File: config.mk
export PLATFORM = sky130hd
export DESIGN_NAME = smf_track_event_parser_flat
export DESIGN_NICKNAME = d
export VERILOG_FILES = /design/src/design/smf_pkg.sv /design/src/design/smf_if.sv /design/src/design/smf_parser.sv /design/src/design/smf_track_event_parser.sv /design/src/flat_wrapper.sv
export SDC_FILE = /design/constraint.sdc
export NUM_CORES = 1
export LEC_CHECK = 0
export BUFFER_PORTS_ARGS = -buffer_cell sky130_fd_sc_hd__buf_2
export CAP_MARGIN = 15
export CELL_PAD_IN_SITES_DETAIL_PLACEMENT = 0
export CELL_PAD_IN_SITES_GLOBAL_PLACEMENT = 1
export CORE_MARGIN = 2
export CORE_UTILIZATION = 52
export DETAILED_ROUTE_END_ITERATION = 8
export GPL_TIMING_DRIVEN = 1
export PLACE_DENSITY = 0.87
export SLEW_MARGIN = 20
export SYNTH_ARGS = -nofsm -noshare
export SYNTH_HDL_FRONTEND = slang
export SYNTH_SLANG_ARGS = --single-unit
export TNS_END_PERCENT = 10
File: constraint.sdc
create_clock -name clock -period 23.5 [get_ports clock]
set_input_delay 1.175 -clock clock [delete_from_list [all_inputs] [get_ports clock]]
set_output_delay 1.175 -clock clock [all_outputs]
set_load 0.005 [all_outputs]
File: src/design/smf_pkg.sv
// Shared types, codes and helpers of the MIDI file track event parser.
`default_nettype none

package smf_pkg;

   localparam int VlvWidth   = 28;
   localparam int TickWidth  = 32;
   localparam int CountWidth = 3;

   localparam logic [2:0] KindChannel = 3'd0;
   localparam logic [2:0] KindMetaHdr = 3'd1;
   localparam logic [2:0] KindMetaPay = 3'd2;
   localparam logic [2:0] KindSysex   = 3'd3;
   localparam logic [2:0] KindError   = 3'd4;

   localparam logic [1:0] ErrNone      = 2'd0;
   localparam logic [1:0] ErrTooLong   = 2'd1;
   localparam logic [1:0] ErrNoRunning = 2'd2;
   localparam logic [1:0] ErrUnknown   = 2'd3;

   localparam logic [7:0] StatusFirst  = 8'h80;
   localparam logic [7:0] NibbleMask   = 8'h0f;
   localparam logic [7:0] HighMask     = 8'hf0;
   localparam logic [7:0] SysexStart   = 8'hf0;
   localparam logic [7:0] SysexEscape  = 8'hf7;
   localparam logic [7:0] MetaStatus   = 8'hff;
   localparam logic [7:0] ProgChange   = 8'hc0;
   localparam logic [7:0] ChanPressure = 8'hd0;
   localparam logic [7:0] MetaEndTrack = 8'h2f;

   typedef struct packed {
      logic [2:0]           kind;
      logic [7:0]           status_byte;
      logic [3:0]           chan;
      logic [6:0]           first_data;
      logic [6:0]           second_data;
      logic [7:0]           meta_kind;
      logic [VlvWidth-1:0]  meta_len;
      logic [7:0]           payload_byte;
      logic [VlvWidth-1:0]  delta_ticks;
      logic [TickWidth-1:0] abs_tick;
      logic                 track_end;
      logic [1:0]           error_code;
   } smf_result_type;

   function automatic logic meta_known(input logic [7:0] t);
      return (t <= 8'h07) || (t == 8'h20) || (t == 8'h2f) || (t == 8'h51) ||
             (t == 8'h54) || (t == 8'h58) || (t == 8'h59) || (t == 8'h7f);
   endfunction

endpackage

`default_nettype wire

File: src/design/smf_if.sv
// Valid/ready channel interfaces for track bytes and parsed events.
`default_nettype none

interface smf_req_if;
   logic       valid;
   logic       ready;
   logic [7:0] data_byte;
   logic       track_start;

   modport source (output valid, output data_byte, output track_start, input ready);
   modport sink   (input valid, input data_byte, input track_start, output ready);
endinterface

interface smf_rsp_if;
   logic        valid;
   logic        ready;
   logic [2:0]  kind;
   logic [7:0]  status_byte;
   logic [3:0]  chan;
   logic [6:0]  first_data;
   logic [6:0]  second_data;
   logic [7:0]  meta_kind;
   logic [27:0] meta_len;
   logic [7:0]  payload_byte;
   logic [27:0] delta_ticks;
   logic [31:0] abs_tick;
   logic        track_end;
   logic [1:0]  error_code;

   modport source (output valid, output kind, output status_byte, output chan,
                   output first_data, output second_data, output meta_kind,
                   output meta_len, output payload_byte, output delta_ticks,
                   output abs_tick, output track_end, output error_code,
                   input ready);
   modport sink   (input valid, input kind, input status_byte, input chan,
                   input first_data, input second_data, input meta_kind,
                   input meta_len, input payload_byte, input delta_ticks,
                   input abs_tick, input track_end, input error_code,
                   output ready);
endinterface

`default_nettype wire

File: src/design/smf_parser.sv
// Track byte parser: state registers and per-beat next-state and event logic.
`default_nettype none

module smf_parser #(
   parameter int MAX_VLV_BYTES = 4
) (
   input  wire logic                   clock,
   input  wire logic                   reset,
   input  wire logic                   advance,
   input  wire logic [7:0]             data_byte,
   input  wire logic                   track_start,
   output      logic                   result_valid,
   output      smf_pkg::smf_result_type result
);
   import smf_pkg::*;

   typedef enum logic [3:0] {
      PhDelta, PhStatus, PhData1, PhData2, PhMtype,
      PhMlen, PhMdata, PhSxlen, PhSxskip
   } phase_type;

   localparam logic [CountWidth-1:0] MaxCount = CountWidth'(MAX_VLV_BYTES);

   phase_type             phase_ff, phase_in;
   logic [VlvWidth-1:0]   vlv_accum_ff, vlv_accum_in;
   logic [CountWidth-1:0] vlv_count_ff, vlv_count_in;
   logic [VlvWidth-1:0]   delta_hold_ff, delta_hold_in;
   logic [TickWidth-1:0]  tick_total_ff, tick_total_in;
   logic [7:0]            running_status_ff, running_status_in;
   logic                  running_valid_ff, running_valid_in;
   logic [7:0]            current_status_ff, current_status_in;
   logic [6:0]            held_first_ff, held_first_in;
   logic [7:0]            held_meta_ff, held_meta_in;
   logic [VlvWidth-1:0]   bytes_left_ff, bytes_left_in;

   phase_type             phase_eff;
   logic [VlvWidth-1:0]   accum_eff;
   logic [CountWidth-1:0] count_eff;
   logic [TickWidth-1:0]  tick_eff;
   logic                  run_valid_eff;
   logic [7:0]            run_status_eff;
   logic                  vlv_long;
   logic                  vlv_done;
   logic [VlvWidth-1:0]   vlv_next;
   logic [VlvWidth-1:0]   left_dec;
   logic [7:0]            hi_nibble;
   logic                  one_data;
   smf_result_type        base;

   always_comb begin
      phase_eff      = track_start ? PhDelta : phase_ff;
      accum_eff      = track_start ? '0 : vlv_accum_ff;
      count_eff      = track_start ? '0 : vlv_count_ff;
      tick_eff       = track_start ? '0 : tick_total_ff;
      run_valid_eff  = track_start ? 1'b0 : running_valid_ff;
      run_status_eff = track_start ? 8'h00 : running_status_ff;

      vlv_long  = (count_eff >= MaxCount);
      vlv_done  = !data_byte[7];
      vlv_next  = {accum_eff[VlvWidth-8:0], data_byte[6:0]};
      left_dec  = bytes_left_ff - VlvWidth'(1);
      hi_nibble = current_status_ff & HighMask;
      one_data  = (hi_nibble == ProgChange) || (hi_nibble == ChanPressure);

      phase_in          = phase_eff;
      vlv_accum_in      = accum_eff;
      vlv_count_in      = count_eff;
      delta_hold_in     = delta_hold_ff;
      tick_total_in     = tick_eff;
      running_status_in = run_status_eff;
      running_valid_in  = run_valid_eff;
      current_status_in = current_status_ff;
      held_first_in     = held_first_ff;
      held_meta_in      = held_meta_ff;
      bytes_left_in     = bytes_left_ff;

      base             = '0;
      base.delta_ticks = delta_hold_ff;
      base.abs_tick    = tick_eff;
      result_valid     = 1'b0;
      result           = base;

      unique case (phase_eff)
         PhDelta: begin
            if (vlv_long) begin
               result_valid      = 1'b1;
               result.kind       = KindError;
               result.delta_ticks = '0;
               result.error_code = ErrTooLong;
               vlv_accum_in      = '0;
               vlv_count_in      = '0;
            end else begin
               vlv_accum_in = vlv_next;
               vlv_count_in = count_eff + CountWidth'(1);
               if (vlv_done) begin
                  delta_hold_in = vlv_next;
                  tick_total_in = tick_eff + TickWidth'(vlv_next);
                  phase_in      = PhStatus;
               end
            end
         end
         PhStatus: begin
            priority if (!data_byte[7]) begin
               if (!run_valid_eff) begin
                  result_valid       = 1'b1;
                  result.kind        = KindError;
                  result.delta_ticks = '0;
                  result.error_code  = ErrNoRunning;
                  phase_in           = PhDelta;
                  vlv_accum_in       = '0;
                  vlv_count_in       = '0;
               end else begin
                  current_status_in = run_status_eff;
                  held_first_in     = data_byte[6:0];
                  if (((run_status_eff & HighMask) == ProgChange) ||
                      ((run_status_eff & HighMask) == ChanPressure)) begin
                     result_valid       = 1'b1;
                     result.kind        = KindChannel;
                     result.status_byte = run_status_eff;
                     result.chan        = run_status_eff[3:0];
                     result.first_data  = data_byte[6:0];
                     phase_in           = PhDelta;
                     vlv_accum_in       = '0;
                     vlv_count_in       = '0;
                  end else begin
                     phase_in = PhData2;
                  end
               end
            end else if (data_byte < SysexStart) begin
               current_status_in = data_byte;
               running_status_in = data_byte;
               running_valid_in  = 1'b1;
               phase_in          = PhData1;
            end else if (data_byte == MetaStatus) begin
               current_status_in = data_byte;
               phase_in          = PhMtype;
            end else if ((data_byte == SysexStart) || (data_byte == SysexEscape)) begin
               current_status_in = data_byte;
               phase_in          = PhSxlen;
               vlv_accum_in      = '0;
               vlv_count_in      = '0;
            end else begin
               phase_in     = PhDelta;
               vlv_accum_in = '0;
               vlv_count_in = '0;
            end
         end
         PhData1: begin
            held_first_in = data_byte[6:0];
            if (one_data) begin
               result_valid       = 1'b1;
               result.kind        = KindChannel;
               result.status_byte = current_status_ff;
               result.chan        = current_status_ff[3:0];
               result.first_data  = data_byte[6:0];
               phase_in           = PhDelta;
               vlv_accum_in       = '0;
               vlv_count_in       = '0;
            end else begin
               phase_in = PhData2;
            end
         end
         PhData2: begin
            result_valid       = 1'b1;
            result.kind        = KindChannel;
            result.status_byte = current_status_ff;
            result.chan        = current_status_ff[3:0];
            result.first_data  = held_first_ff;
            result.second_data = data_byte[6:0];
            phase_in           = PhDelta;
            vlv_accum_in       = '0;
            vlv_count_in       = '0;
         end
         PhMtype: begin
            held_meta_in = data_byte;
            phase_in     = PhMlen;
            vlv_accum_in = '0;
            vlv_count_in = '0;
         end
         PhMlen: begin
            if (vlv_long) begin
               result_valid       = 1'b1;
               result.kind        = KindError;
               result.delta_ticks = '0;
               result.error_code  = ErrTooLong;
               phase_in           = PhDelta;
               vlv_accum_in       = '0;
               vlv_count_in       = '0;
            end else begin
               vlv_accum_in = vlv_next;
               vlv_count_in = count_eff + CountWidth'(1);
               if (vlv_done) begin
                  bytes_left_in      = vlv_next;
                  result_valid       = 1'b1;
                  result.kind        = KindMetaHdr;
                  result.status_byte = MetaStatus;
                  result.chan        = MetaStatus[3:0];
                  result.meta_kind   = held_meta_ff;
                  result.meta_len    = vlv_next;
                  if (!meta_known(held_meta_ff)) begin
                     result.error_code = ErrUnknown;
                  end
                  if (vlv_next == '0) begin
                     result.track_end = (held_meta_ff == MetaEndTrack);
                     phase_in         = PhDelta;
                     vlv_accum_in     = '0;
                     vlv_count_in     = '0;
                  end else begin
                     phase_in = PhMdata;
                  end
               end
            end
         end
         PhMdata: begin
            result_valid        = 1'b1;
            result.kind         = KindMetaPay;
            result.status_byte  = MetaStatus;
            result.chan         = MetaStatus[3:0];
            result.meta_kind    = held_meta_ff;
            result.meta_len     = accum_eff;
            result.payload_byte = data_byte;
            bytes_left_in       = left_dec;
            if (left_dec == '0) begin
               result.track_end = (held_meta_ff == MetaEndTrack);
               phase_in         = PhDelta;
               vlv_accum_in     = '0;
               vlv_count_in     = '0;
            end
         end
         PhSxlen: begin
            if (vlv_long) begin
               result_valid       = 1'b1;
               result.kind        = KindError;
               result.delta_ticks = '0;
               result.error_code  = ErrTooLong;
               phase_in           = PhDelta;
               vlv_accum_in       = '0;
               vlv_count_in       = '0;
            end else begin
               vlv_accum_in = vlv_next;
               vlv_count_in = count_eff + CountWidth'(1);
               if (vlv_done) begin
                  bytes_left_in      = vlv_next;
                  result_valid       = 1'b1;
                  result.kind        = KindSysex;
                  result.status_byte = current_status_ff;
                  result.chan        = current_status_ff[3:0];
                  result.meta_len    = vlv_next;
                  if (vlv_next == '0) begin
                     phase_in     = PhDelta;
                     vlv_accum_in = '0;
                     vlv_count_in = '0;
                  end else begin
                     phase_in = PhSxskip;
                  end
               end
            end
         end
         PhSxskip: begin
            bytes_left_in = left_dec;
            if (left_dec == '0) begin
               phase_in     = PhDelta;
               vlv_accum_in = '0;
               vlv_count_in = '0;
            end
         end
         default: begin
            phase_in     = PhDelta;
            vlv_accum_in = '0;
            vlv_count_in = '0;
         end
      endcase
   end

   always_ff @(posedge clock) begin
      if (reset) begin
         phase_ff          <= PhDelta;
         vlv_accum_ff      <= '0;
         vlv_count_ff      <= '0;
         delta_hold_ff     <= '0;
         tick_total_ff     <= '0;
         running_status_ff <= '0;
         running_valid_ff  <= 1'b0;
         current_status_ff <= '0;
         held_first_ff     <= '0;
         held_meta_ff      <= '0;
         bytes_left_ff     <= '0;
      end else if (advance) begin
         phase_ff          <= phase_in;
         vlv_accum_ff      <= vlv_accum_in;
         vlv_count_ff      <= vlv_count_in;
         delta_hold_ff     <= delta_hold_in;
         tick_total_ff     <= tick_total_in;
         running_status_ff <= running_status_in;
         running_valid_ff  <= running_valid_in;
         current_status_ff <= current_status_in;
         held_first_ff     <= held_first_in;
         held_meta_ff      <= held_meta_in;
         bytes_left_ff     <= bytes_left_in;
      end
   end

endmodule

`default_nettype wire

File: src/design/smf_track_event_parser.sv
// Top level of the MIDI file track event parser with its event output buffer.
//
// Takes one track byte per beat, every cycle, and gives at most one event per
// byte: channel events, meta headers and meta payload bytes, sysex lengths and
// errors, each with its absolute tick and, but for errors, its delta time. An
// event is registered in the result register, or in the one skid entry while
// the sink stalls, so bytes keep flowing; the request side stops only when
// both hold an event. Delta and length quantities take up to MAX_VLV_BYTES
// bytes (1 to 4).
`default_nettype none

module smf_track_event_parser #(
   parameter int MAX_VLV_BYTES = 4
) (
   input wire logic  clock,
   input wire logic  reset,
   smf_req_if.sink   req_bus,
   smf_rsp_if.source rsp_bus
);
   import smf_pkg::*;

   logic           accept;
   logic           rsp_take;
   logic           res_valid;
   smf_result_type res;

   logic           rsp_valid_ff, rsp_valid_in;
   logic           skid_valid_ff, skid_valid_in;
   smf_result_type rsp_data_ff, rsp_data_in;
   smf_result_type skid_data_ff, skid_data_in;

   assign req_bus.ready = !skid_valid_ff;
   assign accept        = req_bus.valid && !skid_valid_ff;
   assign rsp_take      = rsp_valid_ff && rsp_bus.ready;

   smf_parser #(
      .MAX_VLV_BYTES(MAX_VLV_BYTES)
   ) u_parser (
      .clock        (clock),
      .reset        (reset),
      .advance      (accept),
      .data_byte    (req_bus.data_byte),
      .track_start  (req_bus.track_start),
      .result_valid (res_valid),
      .result       (res)
   );

   always_comb begin
      rsp_valid_in  = rsp_valid_ff;
      skid_valid_in = skid_valid_ff;
      rsp_data_in   = rsp_data_ff;
      skid_data_in  = skid_data_ff;
      if (!rsp_valid_ff || rsp_take) begin
         if (skid_valid_ff) begin
            rsp_valid_in  = 1'b1;
            rsp_data_in   = skid_data_ff;
            skid_valid_in = 1'b0;
         end else begin
            rsp_valid_in = accept && res_valid;
            rsp_data_in  = res;
         end
      end else if (accept && res_valid) begin
         skid_valid_in = 1'b1;
         skid_data_in  = res;
      end
   end

   always_ff @(posedge clock) begin
      if (reset) begin
         rsp_valid_ff  <= 1'b0;
         skid_valid_ff <= 1'b0;
      end else begin
         rsp_valid_ff  <= rsp_valid_in;
         skid_valid_ff <= skid_valid_in;
      end
   end

   always_ff @(posedge clock) begin
      rsp_data_ff  <= rsp_data_in;
      skid_data_ff <= skid_data_in;
   end

   assign rsp_bus.valid        = rsp_valid_ff;
   assign rsp_bus.kind         = rsp_data_ff.kind;
   assign rsp_bus.status_byte  = rsp_data_ff.status_byte;
   assign rsp_bus.chan         = rsp_data_ff.chan;
   assign rsp_bus.first_data   = rsp_data_ff.first_data;
   assign rsp_bus.second_data  = rsp_data_ff.second_data;
   assign rsp_bus.meta_kind    = rsp_data_ff.meta_kind;
   assign rsp_bus.meta_len     = rsp_data_ff.meta_len;
   assign rsp_bus.payload_byte = rsp_data_ff.payload_byte;
   assign rsp_bus.delta_ticks  = rsp_data_ff.delta_ticks;
   assign rsp_bus.abs_tick     = rsp_data_ff.abs_tick;
   assign rsp_bus.track_end    = rsp_data_ff.track_end;
   assign rsp_bus.error_code   = rsp_data_ff.error_code;

endmodule

`default_nettype wire

File: src/flat_wrapper.sv
// flat-port wrapper written by rule: the top's interface ports become plain ports
module smf_track_event_parser_flat import smf_pkg::*;
#(
   parameter int MAX_VLV_BYTES = 4
)
  (clock, reset, req_bus_valid, req_bus_data_byte, req_bus_track_start, req_bus_ready, rsp_bus_valid, rsp_bus_kind, rsp_bus_status_byte, rsp_bus_chan, rsp_bus_first_data, rsp_bus_second_data, rsp_bus_meta_kind, rsp_bus_meta_len, rsp_bus_payload_byte, rsp_bus_delta_ticks, rsp_bus_abs_tick, rsp_bus_track_end, rsp_bus_error_code, rsp_bus_ready);
  smf_req_if req_bus_i ();
  smf_rsp_if rsp_bus_i ();
  input wire logic clock;
  input wire logic reset;
  input wire logic [$bits(req_bus_i.valid)-1:0] req_bus_valid;
  input wire logic [$bits(req_bus_i.data_byte)-1:0] req_bus_data_byte;
  input wire logic [$bits(req_bus_i.track_start)-1:0] req_bus_track_start;
  output wire logic [$bits(req_bus_i.ready)-1:0] req_bus_ready;
  output wire logic [$bits(rsp_bus_i.valid)-1:0] rsp_bus_valid;
  output wire logic [$bits(rsp_bus_i.kind)-1:0] rsp_bus_kind;
  output wire logic [$bits(rsp_bus_i.status_byte)-1:0] rsp_bus_status_byte;
  output wire logic [$bits(rsp_bus_i.chan)-1:0] rsp_bus_chan;
  output wire logic [$bits(rsp_bus_i.first_data)-1:0] rsp_bus_first_data;
  output wire logic [$bits(rsp_bus_i.second_data)-1:0] rsp_bus_second_data;
  output wire logic [$bits(rsp_bus_i.meta_kind)-1:0] rsp_bus_meta_kind;
  output wire logic [$bits(rsp_bus_i.meta_len)-1:0] rsp_bus_meta_len;
  output wire logic [$bits(rsp_bus_i.payload_byte)-1:0] rsp_bus_payload_byte;
  output wire logic [$bits(rsp_bus_i.delta_ticks)-1:0] rsp_bus_delta_ticks;
  output wire logic [$bits(rsp_bus_i.abs_tick)-1:0] rsp_bus_abs_tick;
  output wire logic [$bits(rsp_bus_i.track_end)-1:0] rsp_bus_track_end;
  output wire logic [$bits(rsp_bus_i.error_code)-1:0] rsp_bus_error_code;
  input wire logic [$bits(rsp_bus_i.ready)-1:0] rsp_bus_ready;
  assign req_bus_i.valid = req_bus_valid;
  assign req_bus_i.data_byte = req_bus_data_byte;
  assign req_bus_i.track_start = req_bus_track_start;
  assign req_bus_ready = req_bus_i.ready;
  assign rsp_bus_valid = rsp_bus_i.valid;
  assign rsp_bus_kind = rsp_bus_i.kind;
  assign rsp_bus_status_byte = rsp_bus_i.status_byte;
  assign rsp_bus_chan = rsp_bus_i.chan;
  assign rsp_bus_first_data = rsp_bus_i.first_data;
  assign rsp_bus_second_data = rsp_bus_i.second_data;
  assign rsp_bus_meta_kind = rsp_bus_i.meta_kind;
  assign rsp_bus_meta_len = rsp_bus_i.meta_len;
  assign rsp_bus_payload_byte = rsp_bus_i.payload_byte;
  assign rsp_bus_delta_ticks = rsp_bus_i.delta_ticks;
  assign rsp_bus_abs_tick = rsp_bus_i.abs_tick;
  assign rsp_bus_track_end = rsp_bus_i.track_end;
  assign rsp_bus_error_code = rsp_bus_i.error_code;
  assign rsp_bus_i.ready = rsp_bus_ready;
  smf_track_event_parser #(.MAX_VLV_BYTES(MAX_VLV_BYTES)) u_core (.clock(clock), .reset(reset), .req_bus(req_bus_i), .rsp_bus(rsp_bus_i));
endmodule
==> flow_metrics.py <==
metrics = {
    "power": {
        "power_density_mw_per_mm2": 68.6,
        "vdd_drop_max_uv": 43.7,
        "power.leakage_nw": 9.36,
    },
    "place": {
        "place_area_sq_mm": 0.0210,
        "portBuffers": 150,
        "hpwl_um": 35500,
        "gp_congestion": 0.911,
    },
    "clock_network": {
        "cts-root-buf": "clkbuf_16",
        "clkLatencyLatePin_ns": 0.56,
        "cts-htree-levels": 2,
        "clkTransAtPathRegs_ns": 0.06,
        "cts_tree": "built",
        "ctsHoldBuffers": 0,
        "clock_sinks": 421,
        "post_cts_buffers": 0,
        "clock_path_buffers": 3,
        "cts_buffers": 44,
        "cts_resized": 0,
    },
    "critical_path": {
        "crit_chain": "buf_2, buf_4, inv_1, nand2_1, inv_1, ha_1, a21oi_1, o21ai_0, nor2_1, o211a_1, o31ai_1, a2111oi_1, o311ai_0, a21oi_1",
        "worst_ep_required_time_ns": 23.97,
        "cp_num_buf_inv": 4,
        "cp_top_family": "compound AO/OA/AOI/OAI gates",
        "crit_path_end_kind": "register",
        "start_kind": "input port",
        "slowest_delay_ns": 0.82,
        "cp_max_fo": 69,
        "cp_slowest_cell": "a2111oi_1",
        "crit_arrival_ns": 5.39,
        "critPathKind": "input port to register",
    },
    "final_layout": {
        "nNetsFinal": 2035,
        "drive_above_1_share": 0.182,
        "area_growth_pct": 13.2,
        "num-fill-cells": 3093,
        "postLayoutCellArea_sq_mm": 0.0224,
        "layout_common_cells": "edfxtp_1, nand2_1, dfxtp_1, buf_2, a21oi_1",
        "multi_input_area_sq_mm": 0.00812,
        "final_common_cell": "edfxtp_1",
        "seqCellArea_sq_mm": 0.0111,
    },
    "sta": {
        "maxSlewHeadroom": 0.231,
        "timing.final.hold_violations": 0,
        "fmax_mhz": 203,
        "hold_slack_ns": 0.450,
        "drv_slew": 0,
        "rsz0062_at_grt": "false",
        "min_period_over_period": 0.209,
        "tightest_slew_ns": 1.12,
        "period_needed_ns": 4.92,
        "setup_violations": 0,
        "setup_tns_ns": 0,
        "clock-skew-final_ns": 0.0157,
    },
    "routing": {
        "drcViolationCount": 0,
        "drtPass1Iterations": 5,
        "wire_per_inst_um": 21.1,
        "drt_iter0_drc": 1347,
        "num_vias": 15070,
        "antenna_left": 0,
        "routed_wl_um": 53600,
        "viasPerCell": 5.94,
    },
    "die": {
        "core_sq_mm": 0.0376,
        "initial_core_util": 0.527,
        "pin_count": 151,
        "die_h_um": 199,
        "die_w_um": 199,
        "row_count": 71,
        "die_area_sq_mm": 0.0397,
    },
    "global_route": {
        "antenna_found_initial": 0,
        "grt_max_degree": 91,
        "overflow": 0,
        "grt_use_total": 0.270,
        "grt_pass1_vias": 14181,
        "grt_pass1_wl_um": 82000,
    },
    "min_path": {
        "hp-class": "register to register",
    },
    "synth": {
        "syn_area_sq_mm": 0.0198,
        "synth_cell_type_count": 71,
        "yosys_most_used_dff": "edfxtp_1",
        "synth_edf_count": 264,
        "yosys_warnings": 0,
        "avgSynthCellArea_sq_um": 10.5,
        "synthCells": 1889,
        "ys_async_sr_fraction": 0,
        "syn_nets": 1935,
        "ys_seq_area_frac": 0.559,
        "synth.ff_latch_count": 421,
        "yosys.area.top_type": "edfxtp_1",
        "synth.top_cell.area_share": 0.400,
        "synthTopCellsByArea": "edfxtp_1, dfxtp_1, mux2_2, nand2_1, a21oi_1",
    },
    "outcome": {
        "outcome": "complete, no violations",
    },
    "run": {
        "drv_cap": 0,
    },
}
routing by layer:
layer	vias to the layer above	routed length, um	global-route usage	part of all wire
li1	7139	-	-	-
met2	576	24000	0.418	0.45
met1	7260	24300	0.390	0.45
met5	-	0	0	0
met3	95	4100	0.0464	0.076
met4	0	1320	0.0777	0.025
logic make-up after synthesis:
group           after synthesis  share of synthesized area
mux                         118                     0.0658
flops                       421                      0.559
compound gates              457                      0.148
xor+xnor                     18                    0.00795
fa+ha+maj                    33                     0.0212
buf+inv                     173                     0.0350
simple gates                669                      0.163
synth_stat cells, types with 7 or more instances:
library cell / number
a2111oi_0: 7
a211oi_1: 23
a21o_1: 15
a21oi_1: 146
a22o_1: 22
a22oi_1: 25
a31oi_1: 11
and2_1: 57
and3_1: 10
buf_1: 9
clkbuf_1: 105
dfxtp_1: 157
edfxtp_1: 264
ha_1: 32
inv_1: 47
mux2_2: 99
mux2i_1: 19
nand2_1: 236
nand2b_1: 22
nand3_1: 27
nand4_1: 12
nor2_1: 142
nor2b_1: 54
nor3_1: 36
nor3b_1: 9
nor4_1: 23
o211ai_1: 18
o21a_1: 8
o21ai_0: 81
o22ai_1: 22
o31ai_1: 21
o32ai_1: 9
or3_1: 13
xnor2_1: 12
worst paths after layout:
path / slack, ns / cells after the start / end / from
worst max-delay path: 18.58 / 14 / u_core.u_parser.tick_total_ff[31]$_SDFFE_PP0P_ / req_bus_track_start
worst min-delay path: 0.45 / 2 / u_core.u_parser.delta_hold_ff[4]$_SDFFE_PP0P_ / u_core.u_parser.delta_hold_ff[4]$_SDFFE_PP0P_
worst max register to register: 18.88 / 9 / u_core.skid_data_ff[24]$_DFFE_PP_ / u_core.u_parser.phase_ff[1]$_SDFFE_PP0P_
worst min register to register: 0.45 / 2 / u_core.u_parser.delta_hold_ff[4]$_SDFFE_PP0P_ / u_core.u_parser.delta_hold_ff[4]$_SDFFE_PP0P_
state kept, by name, summed over array words and instances, names as in the netlist, 4 cells and up:
signal	count
u_core.skid_data_ff	132
u_core.rsp_bus.abs_tick	32
u_core.u_parser.tick_total_ff	32
u_core.rsp_bus.delta_ticks	28
u_core.rsp_bus.meta_len	28
u_core.u_parser.bytes_left_ff	28
u_core.u_parser.delta_hold_ff	28
u_core.u_parser.vlv_accum_ff	28
u_core.rsp_bus.meta_kind	8
u_core.rsp_bus.payload_byte	8
u_core.rsp_bus.status_byte	8
u_core.u_parser.current_status_ff	8
u_core.u_parser.held_meta_ff	8
u_core.u_parser.running_status_ff	8
u_core.rsp_bus.first_data	7
u_core.rsp_bus.second_data	7
u_core.u_parser.held_first_ff	7
u_core.u_parser.phase_ff	4
layout make-up:
| type | instances | area share |
|---|---|---|
| Sequential cell | 421 | 0.493 |
| Multi-Input combinational cell | 1295 | 0.362 |
| Clock buffer | 66 | 0.0569 |
| Timing Repair Buffer | 180 | 0.0436 |
| Tap cell | 511 | 0.0285 |
| Inverter | 47 | 0.00798 |
| Clock inverter | 16 | 0.00753 |
| Antenna cell | 2 | 0.000223 |
worst register-to-register path: cells and delay by family (launching register included):
family | cells | cell delay (ns)
AOI/OAI and AO/OA | 3 | 0.47
DFF | 1 | 0.72
and+or+nand+nor | 4 | 1.59
buffers and inverters | 2 | 1.39
where the power goes:
part / internal (mW) / leakage (nW) / switching [mW]
Combinational: 0.0158 / 4.37 / 0.0394
Sequential: 0.785 / 4.28 / 0.00437
Clock: 0.410 / 0.705 / 0.285
Total: 1.21 / 9.36 / 0.329
through the flow:
step / utilization / instances / power (mW) / setup slack, ns
final: 0.597 / 2538 / 1.54 / 18.58
after global routing: 0.597 / 2536 / 1.58 / 18.30
after CTS: 0.597 / 2536 / 1.55 / 18.41
after detailed placement: 0.558 / 2454 / 0.860 / 17.90
after global placement: 0.558 / 2454 / 0.859 / 18.04
after floorplan: - / 1889 / 0.838 / 11.48
(Power assumes the default switching activity.)
